==> config.mk <==
export PLATFORM = sky130hd
export DESIGN_NAME = x86_64_relocation_patch_unit
export DESIGN_NICKNAME = d
export VERILOG_FILES = /design/src/rtl/rpu_pkg.sv /design/src/rtl/x86_64_relocation_patch_unit.sv /design/src/rtl/rpu_decode.sv /design/src/rtl/rpu_add.sv /design/src/rtl/rpu_check.sv
export SDC_FILE = /design/constraint.sdc
export NUM_CORES = 1
export LEC_CHECK = 0
export BUFFER_PORTS_ARGS = -buffer_cell sky130_fd_sc_hd__buf_2
export CAP_MARGIN = 10
export CORE_ASPECT_RATIO = 2
export CORE_MARGIN = 10
export CORE_UTILIZATION = 36
export CTS_CLUSTER_DIAMETER = 120
export DETAILED_ROUTE_END_ITERATION = 16
export PLACE_DENSITY = 0.61
export SKIP_CTS_REPAIR_TIMING = 1
export SLEW_MARGIN = 20
export SYNTH_ARGS = -nofsm -noshare
export SYNTH_HDL_FRONTEND = slang
export SYNTH_SLANG_ARGS = --single-unit
==> constraint.sdc <==
create_clock -name clk -period 14.2 [get_ports clk]
set_clock_uncertainty 0.05 [all_clocks]
set_input_delay 0 -clock clk [delete_from_list [all_inputs] [get_ports clk]]
set_output_delay 0 -clock clk [all_outputs]
set_load 0.02 [all_outputs]
==> src/rtl/rpu_pkg.sv <==
// Package for the x86-64 relocation patch unit: payload structs, status codes,
// relocation type numbers and the type decode function. No dependencies.
`default_nettype none

package rpu_pkg;

  // Status codes returned with every result item.
  localparam logic [3:0] ST_OK          = 4'd0;
  localparam logic [3:0] ST_OFFSET      = 4'd1;
  localparam logic [3:0] ST_UNSUPPORTED = 4'd2;
  localparam logic [3:0] ST_FIELD       = 4'd3;
  localparam logic [3:0] ST_UNRESOLVED  = 4'd4;
  localparam logic [3:0] ST_OVERFLOW    = 4'd5;
  localparam logic [3:0] ST_UNDERFLOW   = 4'd6;
  localparam logic [3:0] ST_NOPREFIX    = 4'd7;
  localparam logic [3:0] ST_OPCODE      = 4'd8;

  // Relocation type numbers from the psABI.
  localparam logic [5:0] R_NONE          = 6'd0;
  localparam logic [5:0] R_64            = 6'd1;
  localparam logic [5:0] R_PC32          = 6'd2;
  localparam logic [5:0] R_PLT32         = 6'd4;
  localparam logic [5:0] R_GOTPCREL      = 6'd9;
  localparam logic [5:0] R_32            = 6'd10;
  localparam logic [5:0] R_32S           = 6'd11;
  localparam logic [5:0] R_16            = 6'd12;
  localparam logic [5:0] R_PC16          = 6'd13;
  localparam logic [5:0] R_8             = 6'd14;
  localparam logic [5:0] R_PC8           = 6'd15;
  localparam logic [5:0] R_PC64          = 6'd24;
  localparam logic [5:0] R_SIZE32        = 6'd32;
  localparam logic [5:0] R_SIZE64        = 6'd33;
  localparam logic [5:0] R_GOTPCRELX     = 6'd41;
  localparam logic [5:0] R_REX_GOTPCRELX = 6'd42;

  // Opcode bytes used by GOT-relative relaxation.
  localparam logic [7:0] OP_MOV_LOAD = 8'h8b;
  localparam logic [7:0] OP_LEA      = 8'h8d;
  localparam logic [7:0] OP_GRP5     = 8'hff;
  localparam logic [7:0] MODRM_CALL  = 8'h15;
  localparam logic [7:0] MODRM_JMP   = 8'h25;
  localparam logic [7:0] OP_ADDR32   = 8'h67;
  localparam logic [7:0] OP_CALL     = 8'he8;
  localparam logic [7:0] OP_JMP      = 8'he9;

  // Range check applied to the final value.
  typedef enum logic [1:0] {
    CHK_WRAP     = 2'd0,
    CHK_SIGNED   = 2'd1,
    CHK_UNSIGNED = 2'd2,
    CHK_U32      = 2'd3
  } chk_t;

  // One relocation record.
  typedef struct packed {
    logic [5:0]         mode;
    logic [63:0]        symbol_value;
    logic [63:0]        symbol_size;
    logic               symbol_ok;
    logic signed [63:0] addend;
    logic               explicit_addend;
    logic [63:0]        field_bytes;
    logic [63:0]        place_address;
    logic [31:0]        field_offset;
    logic [31:0]        section_size;
    logic [15:0]        prefix_bytes;
  } in_t;

  // One patch result.
  typedef struct packed {
    logic [3:0]  status;
    logic [63:0] patch_value;
    logic [3:0]  patch_bytes;
    logic        prefix_write;
    logic [15:0] new_prefix;
  } out_t;

  // Static properties of one relocation type.
  typedef struct packed {
    logic [3:0] width;
    logic       pcrel;
    logic       use_size;
    logic       got;
    chk_t       chk;
  } mode_info_t;

  // Decode stage to add stage.
  typedef struct packed {
    logic        done;
    logic [3:0]  status;
    logic [63:0] base;
    logic [63:0] addend;
    logic [63:0] place;
    logic        pcrel;
    chk_t        chk;
    logic [3:0]  width;
    logic        prefix_write;
    logic [15:0] new_prefix;
  } dec_t;

  // Add stage to check stage.
  typedef struct packed {
    logic        done;
    logic [3:0]  status;
    logic [63:0] sum;
    logic [63:0] place;
    logic        pcrel;
    chk_t        chk;
    logic [3:0]  width;
    logic        prefix_write;
    logic [15:0] new_prefix;
  } sum_t;

  // Field width in bytes (zero for unsupported types) and operand selection.
  function automatic mode_info_t mode_info(input logic [5:0] m);
    mode_info_t mi;
    mi = '{width: 4'd0, pcrel: 1'b0, use_size: 1'b0, got: 1'b0, chk: CHK_WRAP};
    unique case (m) inside
      R_64:     mi.width = 4'd8;
      R_PC64: begin
        mi.width = 4'd8;
        mi.pcrel = 1'b1;
      end
      R_SIZE64: begin
        mi.width    = 4'd8;
        mi.use_size = 1'b1;
      end
      R_PC32, R_PLT32: begin
        mi.width = 4'd4;
        mi.pcrel = 1'b1;
        mi.chk   = CHK_SIGNED;
      end
      R_GOTPCREL, R_GOTPCRELX, R_REX_GOTPCRELX: begin
        mi.width = 4'd4;
        mi.pcrel = 1'b1;
        mi.got   = 1'b1;
        mi.chk   = CHK_SIGNED;
      end
      R_32: begin
        mi.width = 4'd4;
        mi.chk   = CHK_U32;
      end
      R_32S: begin
        mi.width = 4'd4;
        mi.chk   = CHK_SIGNED;
      end
      R_SIZE32: begin
        mi.width    = 4'd4;
        mi.use_size = 1'b1;
        mi.chk      = CHK_UNSIGNED;
      end
      R_16: begin
        mi.width = 4'd2;
        mi.chk   = CHK_UNSIGNED;
      end
      R_PC16: begin
        mi.width = 4'd2;
        mi.pcrel = 1'b1;
        mi.chk   = CHK_SIGNED;
      end
      R_8: begin
        mi.width = 4'd1;
        mi.chk   = CHK_UNSIGNED;
      end
      R_PC8: begin
        mi.width = 4'd1;
        mi.pcrel = 1'b1;
        mi.chk   = CHK_SIGNED;
      end
      default: mi.width = 4'd0;
    endcase
    return mi;
  endfunction

endpackage

`default_nettype wire

==> src/rtl/x86_64_relocation_patch_unit.sv <==
// x86-64 ELF relocation patch unit, top level. Uses rpu_pkg, rpu_decode,
// rpu_add and rpu_check.
// Each stage holds one item; items pass decode, add and check, each one registered.
// Throughput: one item per cycle while out_ready is high; a stage refills as it drains.
// Reset (rst_n low, synchronous) empties every stage; payload registers keep old data.
`default_nettype none

module x86_64_relocation_patch_unit
  import rpu_pkg::*;
(
  input  wire logic clk,
  input  wire logic rst_n,
  input  wire logic in_valid,
  output logic      in_ready,
  input  wire in_t  in_data,
  output logic      out_valid,
  input  wire logic out_ready,
  output out_t      out_data
);

  logic dec_valid;
  logic dec_ready;
  dec_t dec_data;
  logic sum_valid;
  logic sum_ready;
  sum_t sum_data;

  // Stage 1: decode and early checks.
  rpu_decode u_decode (
    .clk       (clk),
    .rst_n     (rst_n),
    .in_valid  (in_valid),
    .in_ready  (in_ready),
    .in_data   (in_data),
    .dec_valid (dec_valid),
    .dec_ready (dec_ready),
    .dec_data  (dec_data)
  );

  // Stage 2: base plus addend.
  rpu_add u_add (
    .clk       (clk),
    .rst_n     (rst_n),
    .dec_valid (dec_valid),
    .dec_ready (dec_ready),
    .dec_data  (dec_data),
    .sum_valid (sum_valid),
    .sum_ready (sum_ready),
    .sum_data  (sum_data)
  );

  // Stage 3: place subtraction, range check, output register.
  rpu_check u_check (
    .clk       (clk),
    .rst_n     (rst_n),
    .sum_valid (sum_valid),
    .sum_ready (sum_ready),
    .sum_data  (sum_data),
    .out_valid (out_valid),
    .out_ready (out_ready),
    .out_data  (out_data)
  );

`ifndef SYNTH
  // An error result never carries a write.
  a_err_no_write: assert property (@(posedge clk) disable iff (!rst_n)
    out_valid && out_data.status != ST_OK |->
      out_data.patch_bytes == 4'd0 && out_data.patch_value == 64'd0 &&
      !out_data.prefix_write)
    else $error("error result carries a write");

  // A relaxed prefix always goes with a 32-bit field write.
  a_prefix_width: assert property (@(posedge clk) disable iff (!rst_n)
    out_valid && out_data.prefix_write |->
      out_data.status == ST_OK && out_data.patch_bytes == 4'd4)
    else $error("prefix rewrite without a 32-bit field");

  // An empty pipeline always takes a new item.
  a_empty_ready: assert property (@(posedge clk) disable iff (!rst_n)
    !dec_valid && !sum_valid && !out_valid |-> in_ready)
    else $error("empty pipeline stalls input");
`endif

endmodule

`default_nettype wire

==> src/rtl/rpu_decode.sv <==
// First pipeline stage: type decode, early error checks, implicit addend and
// opcode relaxation. Depends on rpu_pkg.
`default_nettype none

module rpu_decode
  import rpu_pkg::*;
(
  input  wire logic clk,
  input  wire logic rst_n,
  input  wire logic in_valid,
  output logic      in_ready,
  input  wire in_t  in_data,
  output logic      dec_valid,
  input  wire logic dec_ready,
  output dec_t      dec_data
);

  logic       valid_r;
  dec_t       data_r;
  dec_t       data_nxt;
  mode_info_t mi;
  logic [31:0] room;
  logic [63:0] impl_addend;
  logic [7:0]  pre_hi;
  logic [7:0]  pre_lo;
  logic        relax_ok;
  logic [15:0] relax_prefix;

  assign mi     = mode_info(in_data.mode);
  assign room   = in_data.section_size - in_data.field_offset;
  assign pre_hi = in_data.prefix_bytes[15:8];
  assign pre_lo = in_data.prefix_bytes[7:0];

  // Implicit addend: current field bytes sign-extended from the field width.
  always_comb begin
    case (mi.width)
      4'd1:    impl_addend = {{56{in_data.field_bytes[7]}}, in_data.field_bytes[7:0]};
      4'd2:    impl_addend = {{48{in_data.field_bytes[15]}}, in_data.field_bytes[15:0]};
      4'd4:    impl_addend = {{32{in_data.field_bytes[31]}}, in_data.field_bytes[31:0]};
      default: impl_addend = in_data.field_bytes;
    endcase
  end

  // Rewrite of the two opcode bytes in front of a GOT-relative field.
  always_comb begin
    relax_ok     = 1'b1;
    relax_prefix = 16'd0;
    if (pre_hi == OP_MOV_LOAD) begin
      relax_prefix = {OP_LEA, pre_lo};
    end else if (pre_hi == OP_GRP5 && pre_lo == MODRM_CALL) begin
      relax_prefix = {OP_ADDR32, OP_CALL};
    end else if (pre_hi == OP_GRP5 && pre_lo == MODRM_JMP) begin
      relax_prefix = {OP_ADDR32, OP_JMP};
    end else begin
      relax_ok = 1'b0;
    end
  end

  // Checks in priority order; done marks a result that is already settled.
  always_comb begin
    data_nxt.done         = 1'b1;
    data_nxt.status       = ST_OK;
    data_nxt.base         = mi.use_size ? in_data.symbol_size : in_data.symbol_value;
    data_nxt.addend       = in_data.explicit_addend ? in_data.addend : impl_addend;
    data_nxt.place        = in_data.place_address;
    data_nxt.pcrel        = mi.pcrel;
    data_nxt.chk          = mi.chk;
    data_nxt.width        = mi.width;
    data_nxt.prefix_write = 1'b0;
    data_nxt.new_prefix   = 16'd0;
    if (in_data.mode == R_NONE) begin
      data_nxt.status = ST_OK;
    end else if (in_data.field_offset > in_data.section_size) begin
      data_nxt.status = ST_OFFSET;
    end else if (mi.width == 4'd0) begin
      data_nxt.status = ST_UNSUPPORTED;
    end else if ({28'd0, mi.width} > room) begin
      data_nxt.status = ST_FIELD;
    end else if (!in_data.symbol_ok) begin
      data_nxt.status = ST_UNRESOLVED;
    end else if (mi.got && in_data.field_offset < 32'd2) begin
      data_nxt.status = ST_NOPREFIX;
    end else if (mi.got && !relax_ok) begin
      data_nxt.status = ST_OPCODE;
    end else begin
      data_nxt.done         = 1'b0;
      data_nxt.prefix_write = mi.got;
      data_nxt.new_prefix   = mi.got ? relax_prefix : 16'd0;
    end
  end

  // Stage register; it refills whenever it is empty or drains this cycle.
  assign in_ready = !valid_r || dec_ready;

  always_ff @(posedge clk) begin
    if (!rst_n) begin
      valid_r <= 1'b0;
    end else if (in_ready) begin
      valid_r <= in_valid;
    end
  end

  always_ff @(posedge clk) begin
    if (in_valid && in_ready) begin
      data_r <= data_nxt;
    end
  end

  assign dec_valid = valid_r;
  assign dec_data  = data_r;

endmodule

`default_nettype wire

==> src/rtl/rpu_add.sv <==
// Second pipeline stage: adds the base operand (S or Z) and the addend.
// Depends on rpu_pkg.
`default_nettype none

module rpu_add
  import rpu_pkg::*;
(
  input  wire logic clk,
  input  wire logic rst_n,
  input  wire logic dec_valid,
  output logic      dec_ready,
  input  wire dec_t dec_data,
  output logic      sum_valid,
  input  wire logic sum_ready,
  output sum_t      sum_data
);

  logic valid_r;
  sum_t data_r;
  sum_t data_nxt;

  // Base plus addend, modulo 2^64.
  always_comb begin
    data_nxt.done         = dec_data.done;
    data_nxt.status       = dec_data.status;
    data_nxt.sum          = dec_data.base + dec_data.addend;
    data_nxt.place        = dec_data.place;
    data_nxt.pcrel        = dec_data.pcrel;
    data_nxt.chk          = dec_data.chk;
    data_nxt.width        = dec_data.width;
    data_nxt.prefix_write = dec_data.prefix_write;
    data_nxt.new_prefix   = dec_data.new_prefix;
  end

  // Stage register.
  assign dec_ready = !valid_r || sum_ready;

  always_ff @(posedge clk) begin
    if (!rst_n) begin
      valid_r <= 1'b0;
    end else if (dec_ready) begin
      valid_r <= dec_valid;
    end
  end

  always_ff @(posedge clk) begin
    if (dec_valid && dec_ready) begin
      data_r <= data_nxt;
    end
  end

  assign sum_valid = valid_r;
  assign sum_data  = data_r;

endmodule

`default_nettype wire

==> src/rtl/rpu_check.sv <==
// Third pipeline stage: subtracts the place for PC-relative types, checks the
// range for the field width and forms the result item. Depends on rpu_pkg.
`default_nettype none

module rpu_check
  import rpu_pkg::*;
(
  input  wire logic clk,
  input  wire logic rst_n,
  input  wire logic sum_valid,
  output logic      sum_ready,
  input  wire sum_t sum_data,
  output logic      out_valid,
  input  wire logic out_ready,
  output out_t      out_data
);

  logic        valid_r;
  out_t        data_r;
  out_t        data_nxt;
  logic [63:0] value;
  logic [63:0] masked;
  logic        fits_s;
  logic        fits_u;

  assign value = sum_data.pcrel ? (sum_data.sum - sum_data.place) : sum_data.sum;

  // Signed fit: all bits from the field's sign bit up agree. Unsigned fit:
  // nothing above the field.
  always_comb begin
    case (sum_data.width)
      4'd1: begin
        fits_s = (&value[63:7]) || !(|value[63:7]);
        fits_u = !(|value[63:8]);
        masked = {56'd0, value[7:0]};
      end
      4'd2: begin
        fits_s = (&value[63:15]) || !(|value[63:15]);
        fits_u = !(|value[63:16]);
        masked = {48'd0, value[15:0]};
      end
      4'd4: begin
        fits_s = (&value[63:31]) || !(|value[63:31]);
        fits_u = !(|value[63:32]);
        masked = {32'd0, value[31:0]};
      end
      default: begin
        fits_s = 1'b1;
        fits_u = 1'b1;
        masked = value;
      end
    endcase
  end

  // Final status; any error clears the write.
  always_comb begin
    data_nxt.status       = ST_OK;
    data_nxt.patch_value  = masked;
    data_nxt.patch_bytes  = sum_data.width;
    data_nxt.prefix_write = sum_data.prefix_write;
    data_nxt.new_prefix   = sum_data.new_prefix;
    if (sum_data.done) begin
      data_nxt.status = sum_data.status;
    end else begin
      case (sum_data.chk)
        CHK_SIGNED:   if (!fits_s) data_nxt.status = ST_OVERFLOW;
        CHK_UNSIGNED: if (!fits_u) data_nxt.status = ST_OVERFLOW;
        CHK_U32: begin
          if (value[63]) data_nxt.status = ST_UNDERFLOW;
          else if (!fits_u) data_nxt.status = ST_OVERFLOW;
        end
        default: data_nxt.status = ST_OK;
      endcase
    end
    if (sum_data.done || data_nxt.status != ST_OK) begin
      data_nxt.patch_value  = 64'd0;
      data_nxt.patch_bytes  = 4'd0;
      data_nxt.prefix_write = 1'b0;
      data_nxt.new_prefix   = 16'd0;
    end
  end

  // Output register.
  assign sum_ready = !valid_r || out_ready;

  always_ff @(posedge clk) begin
    if (!rst_n) begin
      valid_r <= 1'b0;
    end else if (sum_ready) begin
      valid_r <= sum_valid;
    end
  end

  always_ff @(posedge clk) begin
    if (sum_valid && sum_ready) begin
      data_r <= data_nxt;
    end
  end

  assign out_valid = valid_r;
  assign out_data  = data_r;

endmodule

`default_nettype wire

==> results.md <==
Run status:
- The flow ran to the end, but the final reports show violations.
- The final reports fail on negative hold slack.

Yosys:
- The proportion of synthesized chip area in sequential cells is 48.4%.
- The number of enable-type register cells in the synthesized netlist is 452.
- The number of standard cells after synthesis is 2,756.
- The synthesized area is 0.0282 mm^2.
- Of all cell types, the one taking the most synthesized area is edfxtp_1.
- For this run, the number of Yosys warnings is 0.
- When the netlist entered floorplanning its net count stood at 3,333.
- In the synthesized netlist the dominant register cell turns out to be edfxtp_1.
- After synthesis, the netlist uses 98 different library cells.
- The register bit count reported by yosys is 455.
- The average size of a mapped cell is approximately 10 um^2.
- By instance count, the leading cell after synthesis is edfxtp_1.
- The commonest cells after synthesis are 452 x edfxtp_1, 295 x a21oi_1, 222 x inv_1, 222 x nor2_1, 195 x nand2_1.
- After synthesis, the share of flip-flops with an asynchronous set or reset is 0%.
- Ranked by total cell area, the synthesized netlist is headed by edfxtp_1 48%, ha_1 7.2%, a21oi_1 5.2%.
- The proportion of netlist area held by the largest area contributor is 48.2%.

STA:
- The final critical delay including setup and external delays is between 6000 and 7000 ps.
- The setup violation total in the final timing report is 0.
- The final count of pins violating max slew was 0.
- Final hold analysis gives a worst-case slack of -11.4 ps.
- Timing would allow up to ~0.15 GHz.
- Setup repair after global routing left no endpoint under its margin.
- The worst path uses 45.5% of the clock period.
- The total count of hold-check failures in the final report came to 2.
- At the pin with the least slew margin, the transition time is 1160 ps.
- In the final timing run, aggregate negative setup slack is 0 ps.
- The worst pin sits at a relative slew slack of 21.9%.

Flow run:
- The tool flagged a number of max-cap violations equal to 0.

Clocking:
- The clock latency at the later pin of the worst-skew pair is 600 ps.
- TritonCTS built the clock tree.
- No sink is reached through more buffers than the 3 on the longest clock path.
- The maximum level of the CTS H-tree is 2.
- The total clock buffers created by CTS is 44.
- After clock tree synthesis, the clock-pin slew on the worst setup and hold paths is 70 ps.
- The root buffer cell chosen for the clock tree is clkbuf_16.
- The sink count of the clock tree is 455.

Drt:
- For this run, design rule violations remaining after detail routing come to 0.
- The routed via count is between 20k and 30k.
- In this run the remaining antenna-violating nets after routing total 0.
- For this run, the detailed router's first-pass iteration total came to 6.
- The total routed wirelength is around 110,000 um.
- The average detailed-routed wire length per instance is 23.1 um.
- The iteration-0 DRC count of the detailed router is 1,392.
- After detailed routing, the number of vias per cell comes to ~5.4.

Placed design:
- Summed over all nets, the half-perimeter wirelength after detailed placement is 83,900 um.
- The routability-driven placement congestion ratio is 1.02.
- The count of buffers added on input and output ports is 501.

Power:
- The power after layout is 4.12 mW.
- The cell area power density is 112 mW/mm^2.
- VDD sags by at most 0.0884 mV.
- The leakage dissipation is 15.1 nW.

Setup path:
- The cell that appears most often on the critical path is a211oi_1.
- The required time of the worst setup path is 14,560 ps.
- The type of origin of the critical path is a register.
- The largest fanout on the critical path is 35.
- The critical path goes through inv_1 > ha_1 > inv_1 > fa_1 > a211oi_1 > o21ai_0 > nand4_1 > a211oi_1 > o31ai_1 > a211oi_1 > mux2i_1 > a211oi_1 > and3_1 > nand3_1 > nor4_1 > o211ai_4 > buf_4 > nor3b_1.
- The worst register-to-register path has a setup slack of just under 8000 ps.
- The critical path arrival is slightly below 7000 ps.
- The critical path's slowest cell is o31ai_1.
- The path type of the worst setup path is reg -> reg.
- STA classifies the critical path endpoint as a register.
- On the worst path, the slowest cell contributes a delay of approximately 850 ps.

Global routing:
- The number of global-route vias before repair was 24.8k.
- The first global-routing pass estimated 150,000 um of wire.
- Global routing consumed, over all layers together, a little over a fifth of the routing resources.
- After global routing the overflow that remains totals 0.
- Entering global routing, the biggest net connects around 150 pins.
- The number of antenna violations at the first check in global routing came to 13.

Final layout:
- The number of nets in the layout is ~4.1k.
- The area growth from synthesis to layout is 30.7%.
- Of the cells placed in the final design, the portion with a size suffix greater than 1 is 20.0%.

Floorplanning:
- The core box area is 0.0778 mm^2.
- The initial utilization of the core area, before any placement, comes to between 30% and 40%.
- Row generation in the floorplan step produced 145 rows.
- The die span in y is 416 um.
- The die is 218 um wide.
- The count of boundary I/O pins is about 500.
- The floorplan step defined a die boundary enclosing 0.0905 mm^2.

Worst hold path:
- The path type of the worst min-delay path is in -> reg.
[cell usage in the layout (no fill, tap or decap), types with 26 or more instances in the layout]
| cell type | count |
|---|---|
| o21a_1 | 27 |
| nand4_1 | 47 |
| edfxtp_1 | 452 |
| nand2b_1 | 26 |
| nor3_1 | 52 |
| buf_2 | 501 |
| nand2_1 | 195 |
| a21oi_1 | 295 |
| xnor2_1 | 67 |
| nand3_1 | 52 |
| mux2i_1 | 28 |
| nor2b_1 | 42 |
| ha_1 | 162 |
| xor2_1 | 35 |
| a21o_1 | 83 |
| inv_1 | 222 |
| a31oi_1 | 26 |
| clkbuf_16 | 44 |
| nor2_1 | 220 |
| o21ai_0 | 125 |
| dlygate4sd3_1 | 348 |
| mux2_2 | 76 |
[critical path, delay by kind of cell (launching register included)]
kind / cells / cell delay [ps]
compound gates: 7 / 3030
fa+ha+maj: 2 / 570
buf+inv: 3 / 490
flops: 1 / 380
mux: 1 / 170
simple gates: 5 / 1590
[power breakdown]
group	internal, mW	total [mW]	switching (mW)
clock network	0.693	1.23	0.540
logic	0.481	1.21	0.731
registers	1.62	1.68	0.0573
[cells by family (layout without fill, tap and decap cells)]
| logic type | after synthesis | after routing | synth area share (%) |
|---|---|---|---|
| other | 1 | 11 | 0.0133 |
| muxes | 105 | 105 | 4.07 |
| adders and majority gates | 165 | 165 | 7.41 |
| AOI/OAI and AO/OA | 786 | 786 | 17.9 |
| and+or+nand+nor | 814 | 814 | 14.6 |
| xor gates and xnor gates | 102 | 102 | 3.17 |
| DFF | 455 | 455 | 48.4 |
| buffers and inverters | 328 | 1175 | 4.51 |
[sequential cells by signal, summed over array words and instances, names as in the netlist]
| name | count |
|---|---|
| u_decode.dec_valid | 1 |
| u_add.sum_data | 152 |
| u_add.sum_valid | 1 |
| u_decode.dec_data | 216 |
| u_check.out_valid | 1 |
| u_check.out_data | 84 |
[per-stage QoR]
step | cells | worst slack, ps | hold slack [ps] | utilization [%] | cell area, um^2
3_5_place_dp | 4204 | 7840 | 128 | 40.9 | 31800
4_1_cts | 4284 | 7800 | -513 | 42.8 | 33300
5_1_grt | 4638 | 7560 | 3.14 | 47.3 | 36800
3_3_place_gp | 4204 | 7800 | 127 | 40.9 | 31800
2_1_floorplan | 2756 | 1260 | 48.9 | - | 28200
6_report | 4642 | 7740 | -11.4 | 47.3 | 36800
[area by class of cell]
cell class                      instances  area, um^2
Clock buffer                           53        1170
Antenna cell                           10        25.0
Clock inverter                         27         337
Inverter                              223         837
Multi-Input combinational cell       1973       13300
Tap cell                             1029        1290
Timing Repair Buffer                  872        6190
Fill cell                            7224       41000
Sequential cell                       455       13600
[path summary, 6_finish.rpt]
kind	end	from	cells past startpoint
setup / recovery	u_check.out_data[52]	u_add.sum_data[88]	18
hold / removal	u_decode.dec_data[217]	in_data[75]	6
setup reg to reg	u_check.out_data[52]	u_add.sum_data[88]	18
hold reg to reg	u_add.sum_data[57]	u_decode.dec_data[57]	0
[per-layer routing]
metal | vias up | global-route usage [%] | part of all wire, %
met4 | 8 | 13.2 | 6.6
met1 | 11882 | 22.8 | 36
met5 | - | 0 | 0.045
met3 | 314 | 4.33 | 5.8
li1 | 11922 | - | -
met2 | 1028 | 39.6 | 51
Note: power is estimated with default switching activity, not from simulation.
